==> config.mk <==
export PLATFORM = sky130hd
export DESIGN_NAME = rgb_to_nv21_converter_unit
export DESIGN_NICKNAME = d
export VERILOG_FILES = /design/src/rtl/core/r2n_pkg.sv /design/src/rtl/core/r2n_front.sv /design/src/rtl/core/r2n_queue.sv /design/src/rtl/core/r2n_back.sv /design/src/rtl/core/rgb_to_nv21_converter_unit.sv
export SDC_FILE = /design/constraint.sdc
export NUM_CORES = 2
export LEC_CHECK = 0
export BUFFER_PORTS_ARGS = -buffer_cell sky130_fd_sc_hd__buf_2
export CAP_MARGIN = 10
export CORE_MARGIN = 2
export CORE_UTILIZATION = 60
export DETAILED_ROUTE_END_ITERATION = 16
export PLACE_DENSITY = 0.77
export SETUP_SLACK_MARGIN = 0.02
export SLEW_MARGIN = 20
export SYNTH_ARGS = -nofsm -noshare
export SYNTH_HDL_FRONTEND = slang
export SYNTH_SLANG_ARGS = --single-unit
==> constraint.sdc <==
create_clock -name clk -period 12.1 [get_ports clk]
set_input_delay 1.815 -clock clk [delete_from_list [all_inputs] [get_ports clk]]
set_output_delay 1.815 -clock clk [all_outputs]
set_load 0.005 [all_outputs]
==> src/rtl/core/r2n_pkg.sv <==
package r2n_pkg;

  // Fixed field widths
  localparam int COLOR_W = 8;
  localparam int CFG_W   = 13;
  localparam int ADDR_W  = 25;
  localparam int KIND_W  = 2;
  localparam int SUM_W   = 18;
  localparam int Q_W     = 10;

  // Configuration register indexes
  localparam int CFG_IDX_W = 1;
  localparam logic [CFG_IDX_W-1:0] REG_FRAME_WIDTH  = 1'd0;
  localparam logic [CFG_IDX_W-1:0] REG_FRAME_HEIGHT = 1'd1;

  localparam logic [CFG_W-1:0] FRAME_WIDTH_RESET  = 13'd640;
  localparam logic [CFG_W-1:0] FRAME_HEIGHT_RESET = 13'd480;

  // Byte kinds on the result stream
  localparam logic [KIND_W-1:0] KIND_LUMA = 2'd0;
  localparam logic [KIND_W-1:0] KIND_V    = 2'd1;
  localparam logic [KIND_W-1:0] KIND_U    = 2'd2;

  // Queue between front and back ends
  localparam int QUEUE_DEPTH = 4;
  localparam int QPTR_W      = 2;

  // BT.601 integer coefficients
  localparam logic signed [SUM_W-1:0] Y_R = 18'sd66;
  localparam logic signed [SUM_W-1:0] Y_G = 18'sd129;
  localparam logic signed [SUM_W-1:0] Y_B = 18'sd25;
  localparam logic signed [SUM_W-1:0] U_R = 18'sd38;
  localparam logic signed [SUM_W-1:0] U_G = 18'sd74;
  localparam logic signed [SUM_W-1:0] U_B = 18'sd112;
  localparam logic signed [SUM_W-1:0] V_R = 18'sd112;
  localparam logic signed [SUM_W-1:0] V_G = 18'sd94;
  localparam logic signed [SUM_W-1:0] V_B = 18'sd18;
  localparam logic signed [SUM_W-1:0] ROUND = 18'sd128;
  localparam logic signed [Q_W-1:0] Y_OFFSET = 10'sd16;
  localparam logic signed [Q_W-1:0] C_OFFSET = 10'sd128;

  typedef struct packed {
    logic [COLOR_W-1:0] red;
    logic [COLOR_W-1:0] green;
    logic [COLOR_W-1:0] blue;
    logic [ADDR_W-1:0]  luma_addr;
    logic [ADDR_W-1:0]  chroma_addr;
    logic               has_chroma;
  } entry_t;

  typedef struct packed {
    logic [COLOR_W-1:0] y;
    logic [COLOR_W-1:0] u;
    logic [COLOR_W-1:0] v;
  } yuv_t;

  // floor(sum / 256) + offset, clamped to 0..255
  function automatic logic [COLOR_W-1:0] scale_clamp(input logic signed [SUM_W-1:0] sum,
                                                     input logic signed [Q_W-1:0] offset);
    logic signed [Q_W-1:0] q;
    q = Q_W'(sum >>> 8) + offset;
    if (q[Q_W-1]) begin
      scale_clamp = '0;
    end else if (q[8]) begin
      scale_clamp = '1;
    end else begin
      scale_clamp = q[COLOR_W-1:0];
    end
  endfunction

  function automatic yuv_t pixel_to_yuv(input logic [COLOR_W-1:0] r,
                                        input logic [COLOR_W-1:0] g,
                                        input logic [COLOR_W-1:0] b);
    logic signed [SUM_W-1:0] rs;
    logic signed [SUM_W-1:0] gs;
    logic signed [SUM_W-1:0] bs;
    logic signed [SUM_W-1:0] ys;
    logic signed [SUM_W-1:0] us;
    logic signed [SUM_W-1:0] vs;
    rs = $signed({10'd0, r});
    gs = $signed({10'd0, g});
    bs = $signed({10'd0, b});
    ys = Y_R * rs + Y_G * gs + Y_B * bs + ROUND;
    us = U_B * bs - U_R * rs - U_G * gs + ROUND;
    vs = V_R * rs - V_G * gs - V_B * bs + ROUND;
    pixel_to_yuv.y = scale_clamp(ys, Y_OFFSET);
    pixel_to_yuv.u = scale_clamp(us, C_OFFSET);
    pixel_to_yuv.v = scale_clamp(vs, C_OFFSET);
  endfunction

endpackage

==> src/rtl/core/r2n_front.sv <==
module r2n_front #(
  parameter int MAX_WIDTH  = 4096,
  parameter int MAX_HEIGHT = 4096
) (
  input  logic                          clk,
  input  logic                          rst_n,
  input  logic                          in_valid,
  output logic                          in_ready,
  input  logic [r2n_pkg::COLOR_W-1:0]   red,
  input  logic [r2n_pkg::COLOR_W-1:0]   green,
  input  logic [r2n_pkg::COLOR_W-1:0]   blue,
  input  logic                          frame_start,
  input  logic                          cfg_valid,
  output logic                          cfg_ready,
  input  logic [r2n_pkg::CFG_IDX_W-1:0] cfg_index,
  input  logic [r2n_pkg::CFG_W-1:0]     cfg_data,
  output logic                          push_valid,
  input  logic                          push_ready,
  output r2n_pkg::entry_t               push_data
);

  localparam int EW = $clog2(MAX_WIDTH + 1);
  localparam int EH = $clog2(MAX_HEIGHT + 1);
  localparam int CW = $clog2(MAX_WIDTH);
  localparam int RW = $clog2(MAX_HEIGHT);
  localparam int AW = r2n_pkg::ADDR_W;

  logic [r2n_pkg::CFG_W-1:0] width_r, width_nxt;
  logic [r2n_pkg::CFG_W-1:0] height_r, height_nxt;
  logic [CW-1:0] col_r, col_nxt;
  logic [RW-1:0] row_r, row_nxt;
  logic [AW-1:0] luma_r, luma_nxt;
  logic [AW-1:0] chroma_r, chroma_nxt;

  logic [EW-1:0]    eff_w;
  logic [EH-1:0]    eff_h;
  logic [EW+EH-1:0] frame_pixels;
  logic [AW-1:0]    chroma_base;

  logic          in_fire;
  logic [CW-1:0] cur_col;
  logic [RW-1:0] cur_row;
  logic [AW-1:0] cur_luma;
  logic [AW-1:0] cur_chroma;
  logic          has_chroma;
  logic [EW-1:0] col_inc;
  logic [EH-1:0] row_inc;

  assign cfg_ready  = 1'b1;
  assign in_ready   = push_ready;
  assign push_valid = in_valid;
  assign in_fire    = in_valid && push_ready;

  // Effective frame size: zero acts as one, oversize clips to the maximum
  always_comb begin
    if (width_r == '0) begin
      eff_w = EW'(1);
    end else if (32'(width_r) > 32'(MAX_WIDTH)) begin
      eff_w = EW'(MAX_WIDTH);
    end else begin
      eff_w = EW'(width_r);
    end
    if (height_r == '0) begin
      eff_h = EH'(1);
    end else if (32'(height_r) > 32'(MAX_HEIGHT)) begin
      eff_h = EH'(MAX_HEIGHT);
    end else begin
      eff_h = EH'(height_r);
    end
  end

  assign frame_pixels = eff_w * eff_h;
  assign chroma_base  = AW'(frame_pixels);

  always_comb begin
    width_nxt  = width_r;
    height_nxt = height_r;
    if (cfg_valid) begin
      case (cfg_index)
        r2n_pkg::REG_FRAME_WIDTH:  width_nxt  = cfg_data;
        r2n_pkg::REG_FRAME_HEIGHT: height_nxt = cfg_data;
        default: ;
      endcase
    end
  end

  // Frame start restarts the position before this pixel is placed
  always_comb begin
    cur_col    = frame_start ? '0 : col_r;
    cur_row    = frame_start ? '0 : row_r;
    cur_luma   = frame_start ? '0 : luma_r;
    cur_chroma = frame_start ? chroma_base : chroma_r;
    has_chroma = !cur_row[0] && !cur_col[0];
    col_inc    = EW'(cur_col) + EW'(1);
    row_inc    = EH'(cur_row) + EH'(1);
  end

  always_comb begin
    col_nxt    = col_r;
    row_nxt    = row_r;
    luma_nxt   = luma_r;
    chroma_nxt = chroma_r;
    if (in_fire) begin
      col_nxt    = CW'(col_inc);
      row_nxt    = cur_row;
      luma_nxt   = cur_luma + AW'(1);
      chroma_nxt = has_chroma ? cur_chroma + AW'(2) : cur_chroma;
      if (col_inc >= eff_w) begin
        col_nxt = '0;
        row_nxt = RW'(row_inc);
        if (row_inc >= eff_h) begin
          // automatic wrap into the next frame
          row_nxt    = '0;
          luma_nxt   = '0;
          chroma_nxt = chroma_base;
        end
      end
    end
  end

  always_comb begin
    push_data.red         = red;
    push_data.green       = green;
    push_data.blue        = blue;
    push_data.luma_addr   = cur_luma;
    push_data.chroma_addr = cur_chroma;
    push_data.has_chroma  = has_chroma;
  end

  always_ff @(posedge clk) begin
    if (!rst_n) begin
      width_r  <= r2n_pkg::FRAME_WIDTH_RESET;
      height_r <= r2n_pkg::FRAME_HEIGHT_RESET;
      col_r    <= '0;
      row_r    <= '0;
      luma_r   <= '0;
      chroma_r <= '0;
    end else begin
      width_r  <= width_nxt;
      height_r <= height_nxt;
      col_r    <= col_nxt;
      row_r    <= row_nxt;
      luma_r   <= luma_nxt;
      chroma_r <= chroma_nxt;
    end
  end

endmodule

==> src/rtl/core/r2n_queue.sv <==
module r2n_queue (
  input  logic            clk,
  input  logic            rst_n,
  input  logic            push_valid,
  output logic            push_ready,
  input  r2n_pkg::entry_t push_data,
  output logic            pop_valid,
  input  logic            pop_ready,
  output r2n_pkg::entry_t pop_data
);

  localparam int PW = r2n_pkg::QPTR_W;

  r2n_pkg::entry_t mem_r [r2n_pkg::QUEUE_DEPTH];
  logic [PW-1:0] wr_ptr_r, wr_ptr_nxt;
  logic [PW-1:0] rd_ptr_r, rd_ptr_nxt;
  logic [PW:0]   count_r, count_nxt;
  logic          push_fire;
  logic          pop_fire;

  assign push_ready = count_r != (PW+1)'(r2n_pkg::QUEUE_DEPTH);
  assign pop_valid  = count_r != '0;
  assign pop_data   = mem_r[rd_ptr_r];
  assign push_fire  = push_valid && push_ready;
  assign pop_fire   = pop_valid && pop_ready;

  always_comb begin
    wr_ptr_nxt = push_fire ? wr_ptr_r + PW'(1) : wr_ptr_r;
    rd_ptr_nxt = pop_fire ? rd_ptr_r + PW'(1) : rd_ptr_r;
    count_nxt  = count_r;
    if (push_fire && !pop_fire) begin
      count_nxt = count_r + (PW+1)'(1);
    end else if (pop_fire && !push_fire) begin
      count_nxt = count_r - (PW+1)'(1);
    end
  end

  always_ff @(posedge clk) begin
    if (push_fire) begin
      mem_r[wr_ptr_r] <= push_data;
    end
  end

  always_ff @(posedge clk) begin
    if (!rst_n) begin
      wr_ptr_r <= '0;
      rd_ptr_r <= '0;
      count_r  <= '0;
    end else begin
      wr_ptr_r <= wr_ptr_nxt;
      rd_ptr_r <= rd_ptr_nxt;
      count_r  <= count_nxt;
    end
  end

endmodule

==> src/rtl/core/r2n_back.sv <==
module r2n_back (
  input  logic                        clk,
  input  logic                        rst_n,
  input  logic                        pop_valid,
  output logic                        pop_ready,
  input  r2n_pkg::entry_t             pop_data,
  output logic                        out_valid,
  input  logic                        out_ready,
  output logic [r2n_pkg::COLOR_W-1:0] byte_value,
  output logic [r2n_pkg::ADDR_W-1:0]  byte_address,
  output logic [r2n_pkg::KIND_W-1:0]  byte_kind,
  output logic                        last_of_pixel
);

  localparam int AW = r2n_pkg::ADDR_W;

  // byte phase within one pixel
  localparam logic [1:0] PH_Y = 2'd0;
  localparam logic [1:0] PH_V = 2'd1;
  localparam logic [1:0] PH_U = 2'd2;

  // work stage: one converted pixel
  logic          a_valid_r, a_valid_nxt;
  logic [1:0]    a_phase_r, a_phase_nxt;
  r2n_pkg::yuv_t a_yuv_r, a_yuv_nxt;
  logic [AW-1:0] a_luma_r, a_luma_nxt;
  logic [AW-1:0] a_chroma_r, a_chroma_nxt;
  logic          a_has_chroma_r, a_has_chroma_nxt;

  // output register
  logic                        o_valid_r, o_valid_nxt;
  logic [r2n_pkg::COLOR_W-1:0] o_value_r, o_value_nxt;
  logic [AW-1:0]               o_addr_r, o_addr_nxt;
  logic [r2n_pkg::KIND_W-1:0]  o_kind_r, o_kind_nxt;
  logic                        o_last_r, o_last_nxt;

  logic o_load;
  logic emit;
  logic a_last;
  logic a_done;
  logic pop_fire;

  assign o_load    = !o_valid_r || out_ready;
  assign emit      = a_valid_r && o_load;
  assign a_last    = (a_phase_r == PH_U) || ((a_phase_r == PH_Y) && !a_has_chroma_r);
  assign a_done    = emit && a_last;
  assign pop_ready = !a_valid_r || a_done;
  assign pop_fire  = pop_valid && pop_ready;

  always_comb begin
    a_valid_nxt      = a_valid_r;
    a_phase_nxt      = a_phase_r;
    a_yuv_nxt        = a_yuv_r;
    a_luma_nxt       = a_luma_r;
    a_chroma_nxt     = a_chroma_r;
    a_has_chroma_nxt = a_has_chroma_r;
    if (pop_fire) begin
      a_valid_nxt      = 1'b1;
      a_phase_nxt      = PH_Y;
      a_yuv_nxt        = r2n_pkg::pixel_to_yuv(pop_data.red, pop_data.green, pop_data.blue);
      a_luma_nxt       = pop_data.luma_addr;
      a_chroma_nxt     = pop_data.chroma_addr;
      a_has_chroma_nxt = pop_data.has_chroma;
    end else if (a_done) begin
      a_valid_nxt = 1'b0;
    end else if (emit) begin
      case (a_phase_r)
        PH_Y:    a_phase_nxt = PH_V;
        PH_V:    a_phase_nxt = PH_U;
        default: a_phase_nxt = PH_Y;
      endcase
    end
  end

  always_comb begin
    o_valid_nxt = o_valid_r;
    o_value_nxt = o_value_r;
    o_addr_nxt  = o_addr_r;
    o_kind_nxt  = o_kind_r;
    o_last_nxt  = o_last_r;
    if (o_load) begin
      o_valid_nxt = a_valid_r;
      case (a_phase_r)
        PH_V: begin
          o_value_nxt = a_yuv_r.v;
          o_addr_nxt  = a_chroma_r;
          o_kind_nxt  = r2n_pkg::KIND_V;
          o_last_nxt  = 1'b0;
        end
        PH_U: begin
          o_value_nxt = a_yuv_r.u;
          o_addr_nxt  = a_chroma_r + AW'(1);
          o_kind_nxt  = r2n_pkg::KIND_U;
          o_last_nxt  = 1'b1;
        end
        default: begin
          o_value_nxt = a_yuv_r.y;
          o_addr_nxt  = a_luma_r;
          o_kind_nxt  = r2n_pkg::KIND_LUMA;
          o_last_nxt  = !a_has_chroma_r;
        end
      endcase
    end
  end

  always_ff @(posedge clk) begin
    a_phase_r      <= a_phase_nxt;
    a_yuv_r        <= a_yuv_nxt;
    a_luma_r       <= a_luma_nxt;
    a_chroma_r     <= a_chroma_nxt;
    a_has_chroma_r <= a_has_chroma_nxt;
    o_value_r      <= o_value_nxt;
    o_addr_r       <= o_addr_nxt;
    o_kind_r       <= o_kind_nxt;
    o_last_r       <= o_last_nxt;
  end

  always_ff @(posedge clk) begin
    if (!rst_n) begin
      a_valid_r <= 1'b0;
      o_valid_r <= 1'b0;
    end else begin
      a_valid_r <= a_valid_nxt;
      o_valid_r <= o_valid_nxt;
    end
  end

  assign out_valid     = o_valid_r;
  assign byte_value    = o_value_r;
  assign byte_address  = o_addr_r;
  assign byte_kind     = o_kind_r;
  assign last_of_pixel = o_last_r;

endmodule

==> src/rtl/core/rgb_to_nv21_converter_unit.sv <==
// The Y byte of an accepted pixel goes through the queue, work stage and output register.
// Throughput: one byte per cycle from the single output register while out_tready is high; a pixel
//   with luma only gives one byte and a pixel with V and U gives three.
// The front end takes a pixel every cycle while the 4-entry queue has room.
// Reset (rst_n low, synchronous): counters, addresses, queue and valid flags clear;
//   width 640, height 480; chroma address is 0 until the first frame start or frame wrap.
module rgb_to_nv21_converter_unit #(
  parameter int MAX_WIDTH  = 4096,
  parameter int MAX_HEIGHT = 4096
) (
  input  logic                          clk,
  input  logic                          rst_n,
  // pixel requests
  input  logic                          in_tvalid,
  output logic                          in_tready,
  input  logic [23:0]                   in_tdata,   // red[7:0], green[15:8], blue[23:16]
  input  logic                          in_tuser,   // frame_start[0]
  // byte write requests
  output logic                          out_tvalid,
  input  logic                          out_tready,
  output logic [39:0]                   out_tdata,  // byte_value[7:0], byte_address[32:8], 0
  output logic [1:0]                    out_tuser,  // byte_kind[1:0]
  output logic                          out_tlast,  // last_of_pixel
  // register writes
  input  logic                          cfg_valid,
  output logic                          cfg_ready,
  input  logic [r2n_pkg::CFG_IDX_W-1:0] cfg_index,
  input  logic [r2n_pkg::CFG_W-1:0]     cfg_data
);

  localparam int CLR = r2n_pkg::COLOR_W;
  localparam int AW  = r2n_pkg::ADDR_W;

  // front end -> queue
  logic            push_valid;
  logic            push_ready;
  r2n_pkg::entry_t push_data;

  // queue -> back end
  logic            pop_valid;
  logic            pop_ready;
  r2n_pkg::entry_t pop_data;

  // result fields
  logic [CLR-1:0] byte_value;
  logic [AW-1:0]  byte_address;

  // Front end: register file, raster position and plane addresses.
  // A frame start resets the position before the pixel is placed; the last pixel
  // of a frame wraps the position by itself.
  r2n_front #(
    .MAX_WIDTH  (MAX_WIDTH),
    .MAX_HEIGHT (MAX_HEIGHT)
  ) u_front (
    .clk         (clk),
    .rst_n       (rst_n),
    .in_valid    (in_tvalid),
    .in_ready    (in_tready),
    .red         (in_tdata[7:0]),
    .green       (in_tdata[15:8]),
    .blue        (in_tdata[23:16]),
    .frame_start (in_tuser),
    .cfg_valid   (cfg_valid),
    .cfg_ready   (cfg_ready),
    .cfg_index   (cfg_index),
    .cfg_data    (cfg_data),
    .push_valid  (push_valid),
    .push_ready  (push_ready),
    .push_data   (push_data)
  );

  // Short queue decouples pixel intake from byte output.
  r2n_queue u_queue (
    .clk        (clk),
    .rst_n      (rst_n),
    .push_valid (push_valid),
    .push_ready (push_ready),
    .push_data  (push_data),
    .pop_valid  (pop_valid),
    .pop_ready  (pop_ready),
    .pop_data   (pop_data)
  );

  // Back end: color conversion on pop, then Y and any V, U sequenced through one output register.
  r2n_back u_back (
    .clk           (clk),
    .rst_n         (rst_n),
    .pop_valid     (pop_valid),
    .pop_ready     (pop_ready),
    .pop_data      (pop_data),
    .out_valid     (out_tvalid),
    .out_ready     (out_tready),
    .byte_value    (byte_value),
    .byte_address  (byte_address),
    .byte_kind     (out_tuser),
    .last_of_pixel (out_tlast)
  );

  assign out_tdata = {7'd0, byte_address, byte_value};

`ifndef SYNTH
  // A U byte always closes its pixel
  a_u_is_last: assert property (@(posedge clk) disable iff (!rst_n)
    out_tvalid && (out_tuser == r2n_pkg::KIND_U) |-> out_tlast)
    else $error("U byte without last_of_pixel");

  // A luma byte that does not close its pixel is followed at once by its V byte
  a_luma_then_v: assert property (@(posedge clk) disable iff (!rst_n)
    out_tvalid && out_tready && (out_tuser == r2n_pkg::KIND_LUMA) && !out_tlast
    |=> out_tvalid && (out_tuser == r2n_pkg::KIND_V))
    else $error("V byte did not follow luma byte");

  // A V byte is followed at once by the U byte one address above
  a_v_then_u: assert property (@(posedge clk) disable iff (!rst_n)
    out_tvalid && out_tready && (out_tuser == r2n_pkg::KIND_V)
    |=> out_tvalid && (out_tuser == r2n_pkg::KIND_U)
        && (out_tdata[32:8] == $past(out_tdata[32:8]) + 25'd1))
    else $error("U byte did not follow V byte");
`endif

endmodule

==> flow_summary.ini <==
[status]
status = complete, but fails checks
failed_checks = DRC

[clocking]
post-cts-setup-buffers = 0
cts-root-buf = clkbuf_16
clk_latency_ns = 0.64
cts_resized = 0
cts_buffer_depth = 3
numClockSinks = 524
cts_made_buffers = 54
postCtsHoldBufs = 0
cts.clk_slew.worst_paths_ns = 0.06
cts_tree = done
htreeDepth = 2

[global_route]
grt_max_degree = 93
grt_use_total_pct = 28.4
grt_pass1_vias = 26300
antenna_found_initial = 0
gr-total-overflow = 0
grt_pass1_wl_mm = 139

[timing]
clock_skew_ns = 0.0497
rsz0062_at_grt = false
maxSlewViolCount = 0
finalSetupViolations = 0
layout_setup_ws_ns = 3.74
holdWs_ns = 0.461
relSlewSlack_pct = 23.1
timing.setup.tns_ns = 0
finalCriticalPeriod_ns = 8.36
max_freq_mhz = 120
finalHoldViolCount = 0
period_share_pct = 69.1
tightest_slew_ns = 1.15

[logic_synthesis]
synth_top_area_cell = edfxtp_1
synthCells = 3285
ys_warn_count = 0
avgSynthCellArea_um2 = 10.9
ys_seq_area_share_pct = 40.6
synth-async-reset-ratio_pct = 0
yosys-top-cells-area = edfxtp_1 (34%), ha_1 (12%), fa_1 (11%), dfxtp_1 (6.3%), mux4_2 (4.7%)
synthFlopType = edfxtp_1
netlist_area_um2 = 35900
yosysUniqueCellTypes = 88
synth_enable_flop_cells = 411
yosys.area.top_type_share_pct = 34.3
ys_ff_latch = 524

[worst_setup_path]
arrival_ns = 8.80
r2r.worst_path.cells = 26
cp-end-kind = flop
crit_type = reg -> reg
crit_fanout = 31
required_ns = 12.55
startpoint_type = flop

[drt]
wl_met3_mm = 5.93
drtIter0Drc = 2164
wl_met1_mm = 35.5
dr_wl_met2_mm = 42.2
via_per_inst = 6.11
drc = 9
antenna_left = 0
top_layer = met4
firstDrtPassIters = 12
via_count = 25300
wl_per_cell_um = 20.9
wirelength_mm = 86.5

[min_path]
worstHoldPathType = reg -> reg
hold_path_depth = 2

[floorplan]
ioPinCount = 90
fp.dieArea_um2 = 61900
initial_core_util_pct = 60.8
core-area_um2 = 59100
fp.dieH_um = 249
dieWidth_um = 249
num_rows = 89

[finish]
nFillCells = 4340
layout.nets = 3896
postLayoutCoreUtil_pct = 65.8
antenna_cells = 0
area_growth_pct = 8.25
drive_gt1_share_pct = 9.26

[flow_run]
maxCapViolations = 0

[placement]
place_hpwl_mm = 62.3
dpl_worst_slack_ns = 3.64
portBuffers = 81
gp_congestion = 0.936
synthesized netlist by cell type (14+ instances only):
| master | number |
|---|---|
| nand2_1 | 246 |
| a31oi_1 | 15 |
| nor2b_1 | 80 |
| nor3_1 | 49 |
| nor2_1 | 262 |
| ha_1 | 341 |
| o21a_1 | 35 |
| buf_1 | 17 |
| and3_1 | 28 |
| o21ai_0 | 60 |
| inv_1 | 409 |
| dfxtp_1 | 113 |
| a22oi_1 | 51 |
| and2_1 | 17 |
| edfxtp_1 | 411 |
| mux4_2 | 75 |
| clkbuf_1 | 99 |
| nand4_1 | 25 |
| nand3_1 | 78 |
| fa_1 | 198 |
| a21o_1 | 40 |
| o211ai_1 | 14 |
| o21bai_1 | 32 |
| xnor2_1 | 108 |
| a21oi_1 | 203 |
| xor2_1 | 50 |
critical path: stages, from the launching register on:
cell      delay, ns
dfxtp_4        0.62
buf_4          0.54
buf_4          0.64
mux4_2         0.76
ha_1           0.31
fa_1           0.52
inv_1          0.06
fa_1           0.53
inv_1          0.04
ha_1           0.32
a21oi_1        0.24
o21bai_1       0.10
a21oi_1        0.23
xnor2_1        0.13
fa_1           0.54
inv_1          0.04
ha_1           0.30
ha_1           0.35
and2_1         0.15
o21ai_0        0.25
nand3_1        0.17
a31oi_1        0.27
o21bai_1       0.13
inv_1          0.10
ha_1           0.16
xor2_1         0.48
nor2b_1        0.21
cell type report:
class / instances / area [um2] / share of cell area [%]
clock buffer: 67 / 1440 / 3.70
clock inverter: 35 / 498 / 1.28
multi-input combinational: 2206 / 19200 / 49.4
sequential: 524 / 14600 / 37.6
inverter: 421 / 1580 / 4.06
timing repair buffer: 106 / 599 / 1.54
tap: 773 / 967 / 2.49
state kept, by name, indices dropped and copies added (netlist names), 3 cells and up, named ones only:
register and cells:
u_front.col_r 12, u_queue.mem_r 300, u_back.a_chroma_r 25, u_front.width_r 13
u_back.byte_value 8, u_back.a_yuv_r 24, u_front.row_r 12, u_back.a_luma_r 25
u_back.byte_address 25, u_queue.count_r 3, u_front.luma_r 25, u_front.chroma_r 25
u_front.height_r 13
kinds of logic (layout without fill, tap and decap cells):
| kind of cell | after synthesis | count (layout) | synth area share, % |
|---|---|---|---|
| AND/OR/NAND/NOR | 862 | 862 | 11.3 |
| buffers and inverters | 561 | 629 | 6.07 |
| AO/OA/AOI/OAI | 552 | 552 | 10.1 |
| adder cells (fa/ha/maj) | 539 | 539 | 22.9 |
| flip-flops | 524 | 524 | 40.6 |
| XOR/XNOR | 158 | 158 | 3.85 |
| multiplexers | 87 | 87 | 5.05 |
| other | 2 | 8 | 0.0209 |
through the flow:
step                      instances  cell area [um2]
after global routing           4132            38900
after global placement         4030            37000
after detailed placement       4030            37000
final                          4132            38900
after floorplan                3291            36000
after CTS                      4132            38900
path summary, 6_finish.rpt:
check                     from           endpoint  slack, ns
max                       flop  u_back.a_yuv_r[7]       3.74
max reg2reg               flop  u_back.a_yuv_r[7]       3.74
min          u_front.luma_r[1]  u_front.luma_r[1]       0.46
min reg2reg  u_front.luma_r[1]  u_front.luma_r[1]       0.46
metal layers:
metal  GRT usage (%)  vias up
li1                -    11500
met1            37.4    12500
met2            48.0     1030
met3            4.01      188
met4            10.8        0
met5               0        -
placed cells by master, fill, tap and decap left out, types with 32 or more instances in the layout:
cell / instances
nor2_1: 261
o21bai_1: 32
a22oi_1: 51
xor2_1: 50
nor2b_1: 80
fa_1: 198
buf_2: 80
nand3_1: 78
a21o_1: 40
a21oi_1: 203
inv_1: 408
clkbuf_16: 54
dfxtp_1: 111
ha_1: 340
o21a_1: 35
edfxtp_1: 411
xnor2_1: 108
nand2_1: 245
nor3_1: 49
o21ai_0: 60
mux4_2: 75
Power is left out: the tool's default activity adds up to more than one toggle a clock period on the data nets, which glitch-free logic cannot reach.
